--- src/rtl/rsa_pkg.sv ---
// Shared types and codes for the reference-counted setting arbiter.
// No dependencies; used by rsa_table and refcounted_setting_arbiter.
package rsa_pkg;

	localparam int unsigned TABLE_ENTRIES = 16;

	localparam logic [1:0] KIND_REQUEST = 2'd0;
	localparam logic [1:0] KIND_RELEASE = 2'd1;
	localparam logic [1:0] KIND_RESET   = 2'd2;

	localparam logic [1:0] SET_DEFAULT  = 2'd0;
	localparam logic [1:0] SET_ENABLED  = 2'd1;
	localparam logic [1:0] SET_DISABLED = 2'd2;
	localparam logic [1:0] SET_ERROR    = 2'd3;

	localparam logic [2:0] RC_OK       = 3'd0;
	localparam logic [2:0] RC_BADARG   = 3'd1;
	localparam logic [2:0] RC_INVSTATE = 3'd2;
	localparam logic [2:0] RC_INUSE    = 3'd3;
	localparam logic [2:0] RC_ILLEGAL  = 3'd4;
	localparam logic [2:0] RC_NOROOM   = 3'd5;
	localparam logic [2:0] RC_XFAIL    = 3'd6;

	typedef enum logic [2:0] {
		ST_IDLE,
		ST_DISPATCH,
		ST_SCAN,
		ST_EVAL,
		ST_NOTE,
		ST_FINAL
	} seq_state_t;

	// one write to the requester table
	typedef struct packed {
		logic        en;
		logic        set_valid;
		logic        clr_valid;
		logic [63:0] key;
		logic [31:0] refs;
	} tbl_wr_t;

endpackage

--- src/rtl/refcounted_setting_arbiter.sv ---
// Request and release walk the table once from accept to final result; an item rejected at
// dispatch (bad argument, error state, in use) goes straight to the final result.
// Reset with k valid requesters walks the table k+1 times; a forced request adds that reset
// to its own lookup. Every table walk reads one entry per cycle through one read port.
// One request is in flight at a time; s_axis_tready is high only when the sequencer is idle.
// arst_n empties the table, sets the setting to default, the total to 0, allow_recursive to 0.
module refcounted_setting_arbiter #(
	parameter int unsigned TABLE_ENTRIES = rsa_pkg::TABLE_ENTRIES
) (
	input  logic          clk,
	input  logic          arst_n,
	// config register: allow_recursive
	input  logic          cfg_wr_en,
	input  logic          cfg_wr_data,
	input  logic          s_axis_tvalid,
	output logic          s_axis_tready,
	// [63:0] requester_id, [65:64] requested_state, [66] force_req,
	// [67] release_all, [68] force_callback, [69] transition_ok, rest zero
	input  logic [71:0]   s_axis_tdata,
	// [1:0] kind
	input  logic [1:0]    s_axis_tuser,
	output logic          m_axis_tvalid,
	input  logic          m_axis_tready,
	// [63:0] evicted_requester, [66:64] status, [68:67] setting_state,
	// [100:69] total_refs, rest zero
	output logic [103:0]  m_axis_tdata,
	// [0] notice
	output logic          m_axis_tuser,
	output logic          m_axis_tlast
);

	localparam int unsigned AW = $clog2(TABLE_ENTRIES);
	localparam int unsigned CW = $clog2(TABLE_ENTRIES + 1);
	localparam logic [CW-1:0] CNT_END = CW'(TABLE_ENTRIES);

	rsa_pkg::seq_state_t state_q, state_d;

	// captured request
	logic [1:0]  kind_q;
	logic [63:0] id_q;
	logic [1:0]  want_q;
	logic        force_q, all_q, fcb_q, tok_q;
	logic        allow_q;

	// arbiter state
	logic [1:0]  cur_q, cur_d;
	logic [31:0] total_q, total_d;
	logic [2:0]  err_q, err_d, st_q, st_d;

	// table walk
	logic [CW-1:0] cnt_q;
	logic          pend_s1;
	logic [AW-1:0] idx_s1;
	logic          min_mode_q, min_mode_d, have_lo_q, have_lo_d, from_req_q, from_req_d;
	logic [63:0]   lo_q, lo_d;
	logic          hit_q, free_q;
	logic [AW-1:0] hit_idx_q, free_idx_q;
	logic [63:0]   hit_key_q;
	logic [31:0]   hit_refs_q;

	logic [63:0] rd_key;
	logic [31:0] rd_refs;
	logic        rd_valid;
	rsa_pkg::tbl_wr_t wr;
	logic [AW-1:0] wr_addr;

	// output register
	logic          out_v_q, out_notice_q, out_last_q;
	logic [63:0]   out_id_q;
	logic [2:0]    out_st_q;
	logic [1:0]    out_set_q;
	logic [31:0]   out_tot_q;
	logic          out_free;

	// decisions
	logic        want_ok, conflict, go_reset, go_scan, start_scan;
	logic [2:0]  disp_st;
	logic [1:0]  rs_cur;
	logic [2:0]  rs_err;
	logic        rs_cont;
	logic [31:0] adj, rel_total, rel_refs;
	logic        rel_ok;

	rsa_table #(.ENTRIES(TABLE_ENTRIES)) u_table (
		.clk     (clk),
		.arst_n  (arst_n),
		.rd_addr (cnt_q[AW-1:0]),
		.rd_key  (rd_key),
		.rd_refs (rd_refs),
		.rd_valid(rd_valid),
		.wr_addr (wr_addr),
		.wr      (wr)
	);

	assign out_free = !out_v_q || m_axis_tready;

	// dispatch and end-of-reset decisions
	always_comb begin
		want_ok  = (want_q == rsa_pkg::SET_ENABLED) || (want_q == rsa_pkg::SET_DISABLED);
		conflict = (total_q != 32'd0) && (want_q != cur_q);
		go_reset = (kind_q == rsa_pkg::KIND_RESET) ||
			((kind_q == rsa_pkg::KIND_REQUEST) && want_ok &&
			 (cur_q != rsa_pkg::SET_ERROR) && conflict && force_q);
		go_scan  = ((kind_q == rsa_pkg::KIND_RELEASE) && (cur_q != rsa_pkg::SET_ERROR)) ||
			((kind_q == rsa_pkg::KIND_REQUEST) && want_ok &&
			 (cur_q != rsa_pkg::SET_ERROR) && !conflict);
		priority if (kind_q == rsa_pkg::KIND_RELEASE) begin
			disp_st = rsa_pkg::RC_INVSTATE;
		end else if (kind_q != rsa_pkg::KIND_REQUEST) begin
			disp_st = rsa_pkg::RC_BADARG;
		end else if (!want_ok) begin
			disp_st = rsa_pkg::RC_BADARG;
		end else if (cur_q == rsa_pkg::SET_ERROR) begin
			disp_st = rsa_pkg::RC_INVSTATE;
		end else begin
			disp_st = rsa_pkg::RC_INUSE;
		end
		// wrap-up of a reset walk: leftover refs mean the books are off
		rs_cur = cur_q;
		rs_err = err_q;
		if (total_q != 32'd0) begin
			rs_cur = rsa_pkg::SET_ERROR;
			rs_err = rsa_pkg::RC_INVSTATE;
		end
		if (fcb_q && !from_req_q && rs_err == rsa_pkg::RC_OK) begin
			if (tok_q) begin
				rs_cur = rsa_pkg::SET_DEFAULT;
			end else begin
				rs_cur = rsa_pkg::SET_ERROR;
				rs_err = rsa_pkg::RC_XFAIL;
			end
		end
		rs_cont = from_req_q && (rs_err == rsa_pkg::RC_OK);
		// release arithmetic
		adj       = all_q ? hit_refs_q : 32'd1;
		rel_ok    = total_q >= adj;
		rel_total = total_q - adj;
		rel_refs  = hit_refs_q - adj;
	end

	// next state
	always_comb begin
		state_d = state_q;
		unique case (state_q)
			rsa_pkg::ST_IDLE: begin
				if (s_axis_tvalid) state_d = rsa_pkg::ST_DISPATCH;
			end
			rsa_pkg::ST_DISPATCH: begin
				state_d = (go_reset || go_scan) ? rsa_pkg::ST_SCAN : rsa_pkg::ST_FINAL;
			end
			rsa_pkg::ST_SCAN: begin
				if (cnt_q == CNT_END) state_d = rsa_pkg::ST_EVAL;
			end
			rsa_pkg::ST_EVAL: begin
				if (min_mode_q && hit_q) begin
					state_d = rsa_pkg::ST_NOTE;
				end else if (min_mode_q && rs_cont) begin
					state_d = rsa_pkg::ST_SCAN;
				end else begin
					state_d = rsa_pkg::ST_FINAL;
				end
			end
			rsa_pkg::ST_NOTE: begin
				if (out_free) state_d = rsa_pkg::ST_SCAN;
			end
			rsa_pkg::ST_FINAL: begin
				if (out_free) state_d = rsa_pkg::ST_IDLE;
			end
			default: state_d = rsa_pkg::ST_IDLE;
		endcase
	end

	// register updates and table writes
	always_comb begin
		cur_d      = cur_q;
		total_d    = total_q;
		err_d      = err_q;
		st_d       = st_q;
		min_mode_d = min_mode_q;
		have_lo_d  = have_lo_q;
		from_req_d = from_req_q;
		lo_d       = lo_q;
		start_scan = 1'b0;
		wr         = '0;
		wr_addr    = hit_idx_q;
		unique case (state_q)
			rsa_pkg::ST_DISPATCH: begin
				start_scan = go_reset || go_scan;
				min_mode_d = go_reset;
				have_lo_d  = 1'b0;
				err_d      = rsa_pkg::RC_OK;
				from_req_d = kind_q == rsa_pkg::KIND_REQUEST;
				st_d       = disp_st;
			end
			rsa_pkg::ST_EVAL: begin
				if (min_mode_q && hit_q) begin
					// release this requester's references
					lo_d      = hit_key_q;
					have_lo_d = 1'b1;
					if (cur_q == rsa_pkg::SET_ERROR) begin
						if (err_q == rsa_pkg::RC_OK) err_d = rsa_pkg::RC_INVSTATE;
					end else if (total_q >= hit_refs_q) begin
						total_d      = total_q - hit_refs_q;
						wr.en        = 1'b1;
						wr.clr_valid = 1'b1;
						wr.key       = hit_key_q;
					end else begin
						cur_d = rsa_pkg::SET_ERROR;
						if (err_q == rsa_pkg::RC_OK) err_d = rsa_pkg::RC_INVSTATE;
					end
				end else if (min_mode_q) begin
					cur_d      = rs_cur;
					err_d      = rs_err;
					st_d       = rs_err;
					start_scan = rs_cont;
					min_mode_d = 1'b0;
				end else if (kind_q == rsa_pkg::KIND_REQUEST) begin
					priority if (hit_q && !allow_q) begin
						st_d = rsa_pkg::RC_ILLEGAL;
					end else if (total_q == '1) begin
						st_d = rsa_pkg::RC_NOROOM;
					end else if (total_q == 32'd0 && !tok_q) begin
						st_d = rsa_pkg::RC_XFAIL;
					end else if (!hit_q && !free_q) begin
						cur_d = rsa_pkg::SET_ERROR;
						st_d  = rsa_pkg::RC_NOROOM;
					end else begin
						wr.en        = 1'b1;
						wr.set_valid = 1'b1;
						wr.key       = id_q;
						wr.refs      = hit_q ? hit_refs_q + 32'd1 : 32'd1;
						wr_addr      = hit_q ? hit_idx_q : free_idx_q;
						total_d      = total_q + 32'd1;
						cur_d        = want_q;
						st_d         = rsa_pkg::RC_OK;
					end
				end else begin
					// release
					if (!hit_q) begin
						st_d = rsa_pkg::RC_ILLEGAL;
					end else begin
						if (rel_ok) begin
							total_d      = rel_total;
							wr.en        = 1'b1;
							wr.clr_valid = rel_refs == 32'd0;
							wr.key       = id_q;
							wr.refs      = rel_refs;
							st_d         = rsa_pkg::RC_OK;
						end else begin
							cur_d = rsa_pkg::SET_ERROR;
							st_d  = rsa_pkg::RC_INVSTATE;
						end
						if ((rel_ok ? cur_q != rsa_pkg::SET_DEFAULT : 1'b1) &&
							((rel_ok ? rel_total : total_q) == 32'd0)) begin
							if (tok_q) begin
								cur_d = rsa_pkg::SET_DEFAULT;
							end else if (rel_ok) begin
								st_d = rsa_pkg::RC_XFAIL;
							end
						end
					end
				end
			end
			rsa_pkg::ST_NOTE: begin
				start_scan = out_free;
			end
			default: begin
			end
		endcase
	end

	always_ff @(posedge clk or negedge arst_n) begin
		if (!arst_n) begin
			state_q    <= rsa_pkg::ST_IDLE;
			allow_q    <= 1'b0;
			cur_q      <= rsa_pkg::SET_DEFAULT;
			total_q    <= '0;
			err_q      <= rsa_pkg::RC_OK;
			st_q       <= rsa_pkg::RC_OK;
			cnt_q      <= '0;
			pend_s1    <= 1'b0;
			min_mode_q <= 1'b0;
			have_lo_q  <= 1'b0;
			from_req_q <= 1'b0;
			hit_q      <= 1'b0;
			free_q     <= 1'b0;
			out_v_q    <= 1'b0;
		end else begin
			state_q    <= state_d;
			cur_q      <= cur_d;
			total_q    <= total_d;
			err_q      <= err_d;
			st_q       <= st_d;
			min_mode_q <= min_mode_d;
			have_lo_q  <= have_lo_d;
			from_req_q <= from_req_d;
			if (cfg_wr_en) allow_q <= cfg_wr_data;
			// walk: issue reads at cnt_q, fold the entry from the registered read port
			pend_s1 <= (state_q == rsa_pkg::ST_SCAN) && (cnt_q < CNT_END);
			if (start_scan) begin
				cnt_q  <= '0;
				hit_q  <= 1'b0;
				free_q <= 1'b0;
			end else if (state_q == rsa_pkg::ST_SCAN) begin
				if (cnt_q < CNT_END) cnt_q <= cnt_q + 1'b1;
				if (pend_s1) begin
					if (min_mode_q) begin
						if (rd_valid && (!have_lo_q || rd_key > lo_q) &&
							(!hit_q || rd_key < hit_key_q)) begin
							hit_q <= 1'b1;
						end
					end else begin
						if (rd_valid && rd_key == id_q) hit_q <= 1'b1;
						if (!rd_valid && !free_q) free_q <= 1'b1;
					end
				end
			end
			if (out_free) begin
				out_v_q <= (state_q == rsa_pkg::ST_NOTE) || (state_q == rsa_pkg::ST_FINAL);
			end
		end
	end

	// payload registers
	always_ff @(posedge clk) begin
		lo_q   <= lo_d;
		idx_s1 <= cnt_q[AW-1:0];
		if (state_q == rsa_pkg::ST_IDLE && s_axis_tvalid) begin
			kind_q  <= s_axis_tuser;
			id_q    <= s_axis_tdata[63:0];
			want_q  <= s_axis_tdata[65:64];
			force_q <= s_axis_tdata[66];
			all_q   <= s_axis_tdata[67];
			fcb_q   <= s_axis_tdata[68];
			tok_q   <= s_axis_tdata[69];
		end
		if (state_q == rsa_pkg::ST_SCAN && pend_s1 && !start_scan) begin
			if (min_mode_q) begin
				if (rd_valid && (!have_lo_q || rd_key > lo_q) &&
					(!hit_q || rd_key < hit_key_q)) begin
					hit_idx_q  <= idx_s1;
					hit_key_q  <= rd_key;
					hit_refs_q <= rd_refs;
				end
			end else begin
				if (rd_valid && rd_key == id_q) begin
					hit_idx_q  <= idx_s1;
					hit_refs_q <= rd_refs;
				end
				if (!rd_valid && !free_q) free_idx_q <= idx_s1;
			end
		end
		if (out_free) begin
			out_notice_q <= state_q == rsa_pkg::ST_NOTE;
			out_last_q   <= state_q == rsa_pkg::ST_FINAL;
			out_id_q     <= (state_q == rsa_pkg::ST_NOTE) ? lo_q : 64'd0;
			out_st_q     <= (state_q == rsa_pkg::ST_NOTE) ? rsa_pkg::RC_OK : st_q;
			out_set_q    <= cur_q;
			out_tot_q    <= total_q;
		end
	end

	assign s_axis_tready = state_q == rsa_pkg::ST_IDLE;
	assign m_axis_tvalid = out_v_q;
	assign m_axis_tuser  = out_notice_q;
	assign m_axis_tlast  = out_last_q;
	assign m_axis_tdata  = {3'd0, out_tot_q, out_set_q, out_st_q, out_id_q};

	// a notification never carries an error or closes the request
	assert property (@(posedge clk) disable iff (!arst_n)
		m_axis_tvalid && m_axis_tuser |-> (m_axis_tdata[66:64] == rsa_pkg::RC_OK) && !m_axis_tlast)
		else $error("notification with status or last set");

	// walk counter stays within the table
	assert property (@(posedge clk) disable iff (!arst_n) cnt_q <= CNT_END)
		else $error("walk counter past table end");

	// the sequencer returns to idle only after posting a final result
	assert property (@(posedge clk) disable iff (!arst_n)
		$rose(s_axis_tready) |-> $past(state_q == rsa_pkg::ST_FINAL) && m_axis_tvalid && m_axis_tlast)
		else $error("idle without final result");

endmodule

--- src/rtl/rsa_table.sv ---
// Requester table: key and count memories with a registered read port,
// plus per-entry valid flops. Depends on rsa_pkg.
module rsa_table #(
	parameter int unsigned ENTRIES = rsa_pkg::TABLE_ENTRIES,
	localparam int unsigned AW = $clog2(ENTRIES)
) (
	input  logic            clk,
	input  logic            arst_n,
	input  logic [AW-1:0]   rd_addr,
	output logic [63:0]     rd_key,
	output logic [31:0]     rd_refs,
	output logic            rd_valid,
	input  logic [AW-1:0]   wr_addr,
	input  rsa_pkg::tbl_wr_t wr
);

	logic [63:0]        key_mem [ENTRIES];
	logic [31:0]        refs_mem [ENTRIES];
	logic [ENTRIES-1:0] valid_q;
	logic [63:0]        rd_key_q;
	logic [31:0]        rd_refs_q;
	logic               rd_valid_q;

	always_ff @(posedge clk) begin
		if (wr.en) begin
			key_mem[wr_addr]  <= wr.key;
			refs_mem[wr_addr] <= wr.refs;
		end
		rd_key_q  <= key_mem[rd_addr];
		rd_refs_q <= refs_mem[rd_addr];
	end

	always_ff @(posedge clk or negedge arst_n) begin
		if (!arst_n) begin
			valid_q    <= '0;
			rd_valid_q <= 1'b0;
		end else begin
			rd_valid_q <= valid_q[rd_addr];
			if (wr.en && wr.set_valid) begin
				valid_q[wr_addr] <= 1'b1;
			end else if (wr.en && wr.clr_valid) begin
				valid_q[wr_addr] <= 1'b0;
			end
		end
	end

	assign rd_key   = rd_key_q;
	assign rd_refs  = rd_refs_q;
	assign rd_valid = rd_valid_q;

endmodule

--- config.mk ---
export PLATFORM = sky130hd
export DESIGN_NAME = refcounted_setting_arbiter
export DESIGN_NICKNAME = d
export VERILOG_FILES = /design/src/rtl/rsa_pkg.sv /design/src/rtl/refcounted_setting_arbiter.sv /design/src/rtl/rsa_table.sv
export SDC_FILE = /design/constraint.sdc
export NUM_CORES = 2
export LEC_CHECK = 0
export BUFFER_PORTS_ARGS = -buffer_cell sky130_fd_sc_hd__buf_2
export CORE_MARGIN = 1.5
export CORE_UTILIZATION = 56
export CTS_BUF_LIST = sky130_fd_sc_hd__clkbuf_4 sky130_fd_sc_hd__clkbuf_8 sky130_fd_sc_hd__clkbuf_16
export CTS_CLUSTER_SIZE = 30
export DETAILED_ROUTE_END_ITERATION = 10
export GPL_ROUTABILITY_DRIVEN = 1
export GPL_TIMING_DRIVEN = 0
export PLACE_DENSITY_LB_ADDON = 0.15
export SLEW_MARGIN = 25
export SYNTH_ARGS = -nofsm -noshare
export SYNTH_HDL_FRONTEND = slang
export SYNTH_HIERARCHICAL = 1
export SYNTH_SLANG_ARGS = --single-unit
--- constraint.sdc ---
create_clock -name clk -period 11.9 [get_ports clk]
set_input_delay 1.785 -clock clk [delete_from_list [all_inputs] [get_ports clk]]
set_output_delay 1.785 -clock clk [all_outputs]
set_load 0.05 [all_outputs]
==> metrics <==
WP data required 12.43 ns; Remaining Overflow, GRT 0; CP Data Arrival Time 10.31 ns; Cell Area, Synth 85900 sq um; Tot Pwr 20.6 mW; Seq/Total Area, Yosys 0.702; chip width 395 microns; Worst path most repeated cell buf_16; Post-Layout Cell Count 7880; Setup WS pre-CTS 2.43 ns; Hold Path Depth 0; Pwr per Cell Area 207 nW/um^2; Num Clock Sinks 2052; CTS H-tree depth 4; CTS tree done; worst path bufs/invs 13; total I/O pin count 188; DR iter-0 viols 7197; period utilisation layout 0.822; gr usage total 0.333; Area growth, synth to finish 16.1%; crit path kind register to register; CTS root buffer clkbuf_16; Reg2Reg Depth 25; post-CTS setup buffer count 0; VDD IR max 181 uV; Unique masters post-synth 100; Syn Area/Cell 16.8 sq um; vias in the first global route 51100; number of synthesized register bits 2052; placed instance area 92600 sq um; worst-case hold path end point hit_refs_q[28]$_DFFE_PP_; CP max-delay cell clkbuf_1; CTS Buf Count 200; R2R Path End u_table/refs_mem[13][26]$_DFFE_PP_; hold buffers post-CTS 0; ys async rst share 0.0356; total negative slack 0 ns; RSZ-0062 raised after global routing no; Worst path max stage delay 0.73 ns; Critical R2R Launch all_q$_DFFE_PP_; status complete, no violations; post-CTS sizing 0; Leak 31.6 nW; crit path capture type register; final setup fails 0; Initial Util 0.565; EDFF count, synth 1879; final instance area 99700 sq um; Startpoint Class register; MaxCap Viol Count 0; Synth Flop Type edfxtp_1; DR WL/cell 32.8 microns; Max Buffers Root-to-Sink 3; post-synthesis cell count 5114; max-slew violation count 0; core box area 152000 sq um; drt pass-1 iters 6; final worst slack 2.12 ns; Ys Warns 6; routability cong. 0.969; CP top delay family buffers and inverters; Worst-Skew Late Latency 0.85 ns; IO buf count 182; routed via count 52300; clk_skew 0.0418 ns; largest fanout on the critical path 17; HP Start u_table/rd_refs[28]$_DFF_P_; antenna violations before repair 14; worst rel slew slack 0.218; post-route minimum period 9.78 ns; Final HPWL DP 183000 microns; utilization after layout 0.656; slew at the pin closest to its max-slew limit 1.16 ns; Worst R2R Setup Slack 2.12 ns; global-route wire length before repair 369000 microns; hold violation total from the final report 0; largest net degree at the start of global routing 65; drt drc 0; row count 143; DIE HEIGHT 395 microns; Fmax 102 MHz; clk slew on worst S/H paths 0.06 ns; worst min path class register to register; Final ANT Viol Nets 0; # placed instances 7496; Via density 6.63; drt total wl 259000 microns; share of layout cells above drive strength 1 0.219; Final Net Count 5948; Hold WS 0.404 ns; die area 156000 sq um
Yosys cell counts (14+ instances only):
| library cell | number | area (sq um) |
|---|---|---|
| nor3_1 | 132 | 661 |
| xnor2_1 | 86 | 753 |
| o211ai_1 | 22 | 165 |
| nand2_1 | 272 | 1020 |
| a22oi_1 | 213 | 1600 |
| and3_1 | 18 | 113 |
| inv_1 | 212 | 796 |
| dfrtp_1 | 73 | 1830 |
| edfxtp_1 | 1879 | 56400 |
| ha_1 | 198 | 2480 |
| o21ai_1 | 17 | 85.1 |
| nor2_1 | 198 | 743 |
| clkbuf_1 | 123 | 462 |
| o21a_1 | 22 | 165 |
| and2_1 | 20 | 125 |
| buf_4 | 30 | 225 |
| xor2_1 | 52 | 455 |
| o21ai_0 | 103 | 515 |
| dfxtp_1 | 100 | 2000 |
| nor2b_1 | 26 | 163 |
| mux4_2 | 388 | 8740 |
| a31oi_1 | 19 | 119 |
| a22o_1 | 93 | 815 |
| o22ai_1 | 18 | 113 |
| a21o_1 | 81 | 608 |
| nor4_1 | 28 | 175 |
| buf_2 | 49 | 245 |
| nand4_1 | 76 | 475 |
| a21oi_1 | 169 | 846 |
| a211oi_1 | 20 | 150 |
| buf_1 | 47 | 176 |
| nand3_1 | 72 | 360 |
| or3_1 | 14 | 87.6 |
how the worst max path moves through the flow:
stage	from	end	slack (ns)	depth (start not counted)
2_1_floorplan	all_q$_DFFE_PP_	register	0.25	21
3_3_place_gp	all_q$_DFFE_PP_	register	-13.13	21
4_1_cts	all_q$_DFFE_PP_	u_table/refs_mem[13][26]$_DFFE_PP_	2.41	25
3_5_place_dp	all_q$_DFFE_PP_	u_table/refs_mem[13][22]$_DFFE_PP_	2.43	25
6_report	all_q$_DFFE_PP_	u_table/refs_mem[13][26]$_DFFE_PP_	2.12	25
5_1_grt	all_q$_DFFE_PP_	u_table/refs_mem[13][26]$_DFFE_PP_	1.92	24
state kept, by name, summed over array words and instances, names as in the netlist, 3 cells and up, named ones only:
signal and cells:
u_table/refs_mem 512, err_q 3, hit_refs_q 32, u_table/rd_refs 32, out_st_q 3, total_q 32, free_idx_q 4, id_q 64
u_table/key_mem 1024, hit_idx_q 4, cnt_q 5, state_q 3, u_table/rd_key 64, hit_key_q 64, st_q 3, lo_q 64
out_id_q 64, idx_s1 4, out_tot_q 32
worst reg2reg max path: stages (launching register included):
cell and delay [ns]:
edfxtp_1 0.49, clkbuf_1 0.47, buf_1 0.50, buf_1 0.45
clkbuf_1 0.73, clkbuf_1 0.46, nand2_1 0.20, ha_1 0.34
buf_2 0.20, nand4_1 0.20, nor4_1 0.54, a211oi_1 0.19
a211oi_1 0.43, o31a_1 0.58, nand2_1 0.50, a21oi_2 0.55
nor2_4 0.19, buf_4 0.25, inv_2 0.13, nand3_1 0.32
nor2_4 0.67, buf_16 0.26, buf_16 0.20, buf_12 0.22
buf_16 0.20, buf_16 0.20
cell families (layout without fill, tap and decap cells):
family                   Yosys count  in the layout  synth area share
AO/OA/AOI/OAI                    922            922            0.0759
XOR/XNOR                         138            138            0.0141
adder cells (fa/ha/maj)          200            200            0.0293
buffers and inverters            472           1203            0.0234
flip-flops                      2052           2052             0.702
multiplexers                     400            400             0.103
other                              1              6         0.0000437
AND/OR/NAND/NOR                  929            929            0.0524
metal layers:
layer | wire [microns] | part of all wire | vias up | track usage
met1 | 100000 | 0.39 | 26900 | 0.470
met4 | 10700 | 0.041 | 6 | 0.126
met3 | 28400 | 0.11 | 502 | 0.0696
li1 | - | - | 21700 | -
met5 | 35 | 0.00014 | - | 0
met2 | 120000 | 0.46 | 3226 | 0.515
report_power, final:
part,internal (mW),switching (mW)
Sequential,8.19,0.437
Combinational,1.80,3.55
Clock,3.87,2.80
cell type report:
type,count,area (sq um)
Tap cell,2030,2540
Antenna cell,3,7.51
Multi-Input combinational cell,2592,23900
Inverter,214,811
Timing Repair Buffer,350,3990
Fill cell,10400,52300
Clock buffer,268,5730
Sequential cell,2052,60300
Buffer,258,1210
Clock inverter,113,1330
layout by cell type (no fill, tap or decap), drive strengths merged, types with 133 or more instances in the layout:
master,instances
inv,221
edfxtp,1879
nor2,200
buf,483
a21oi,175
clkbuf,393
a22oi,213
ha,198
mux4,388
nand2,272
nor3,133
Power figures use the tool's default switching activity.
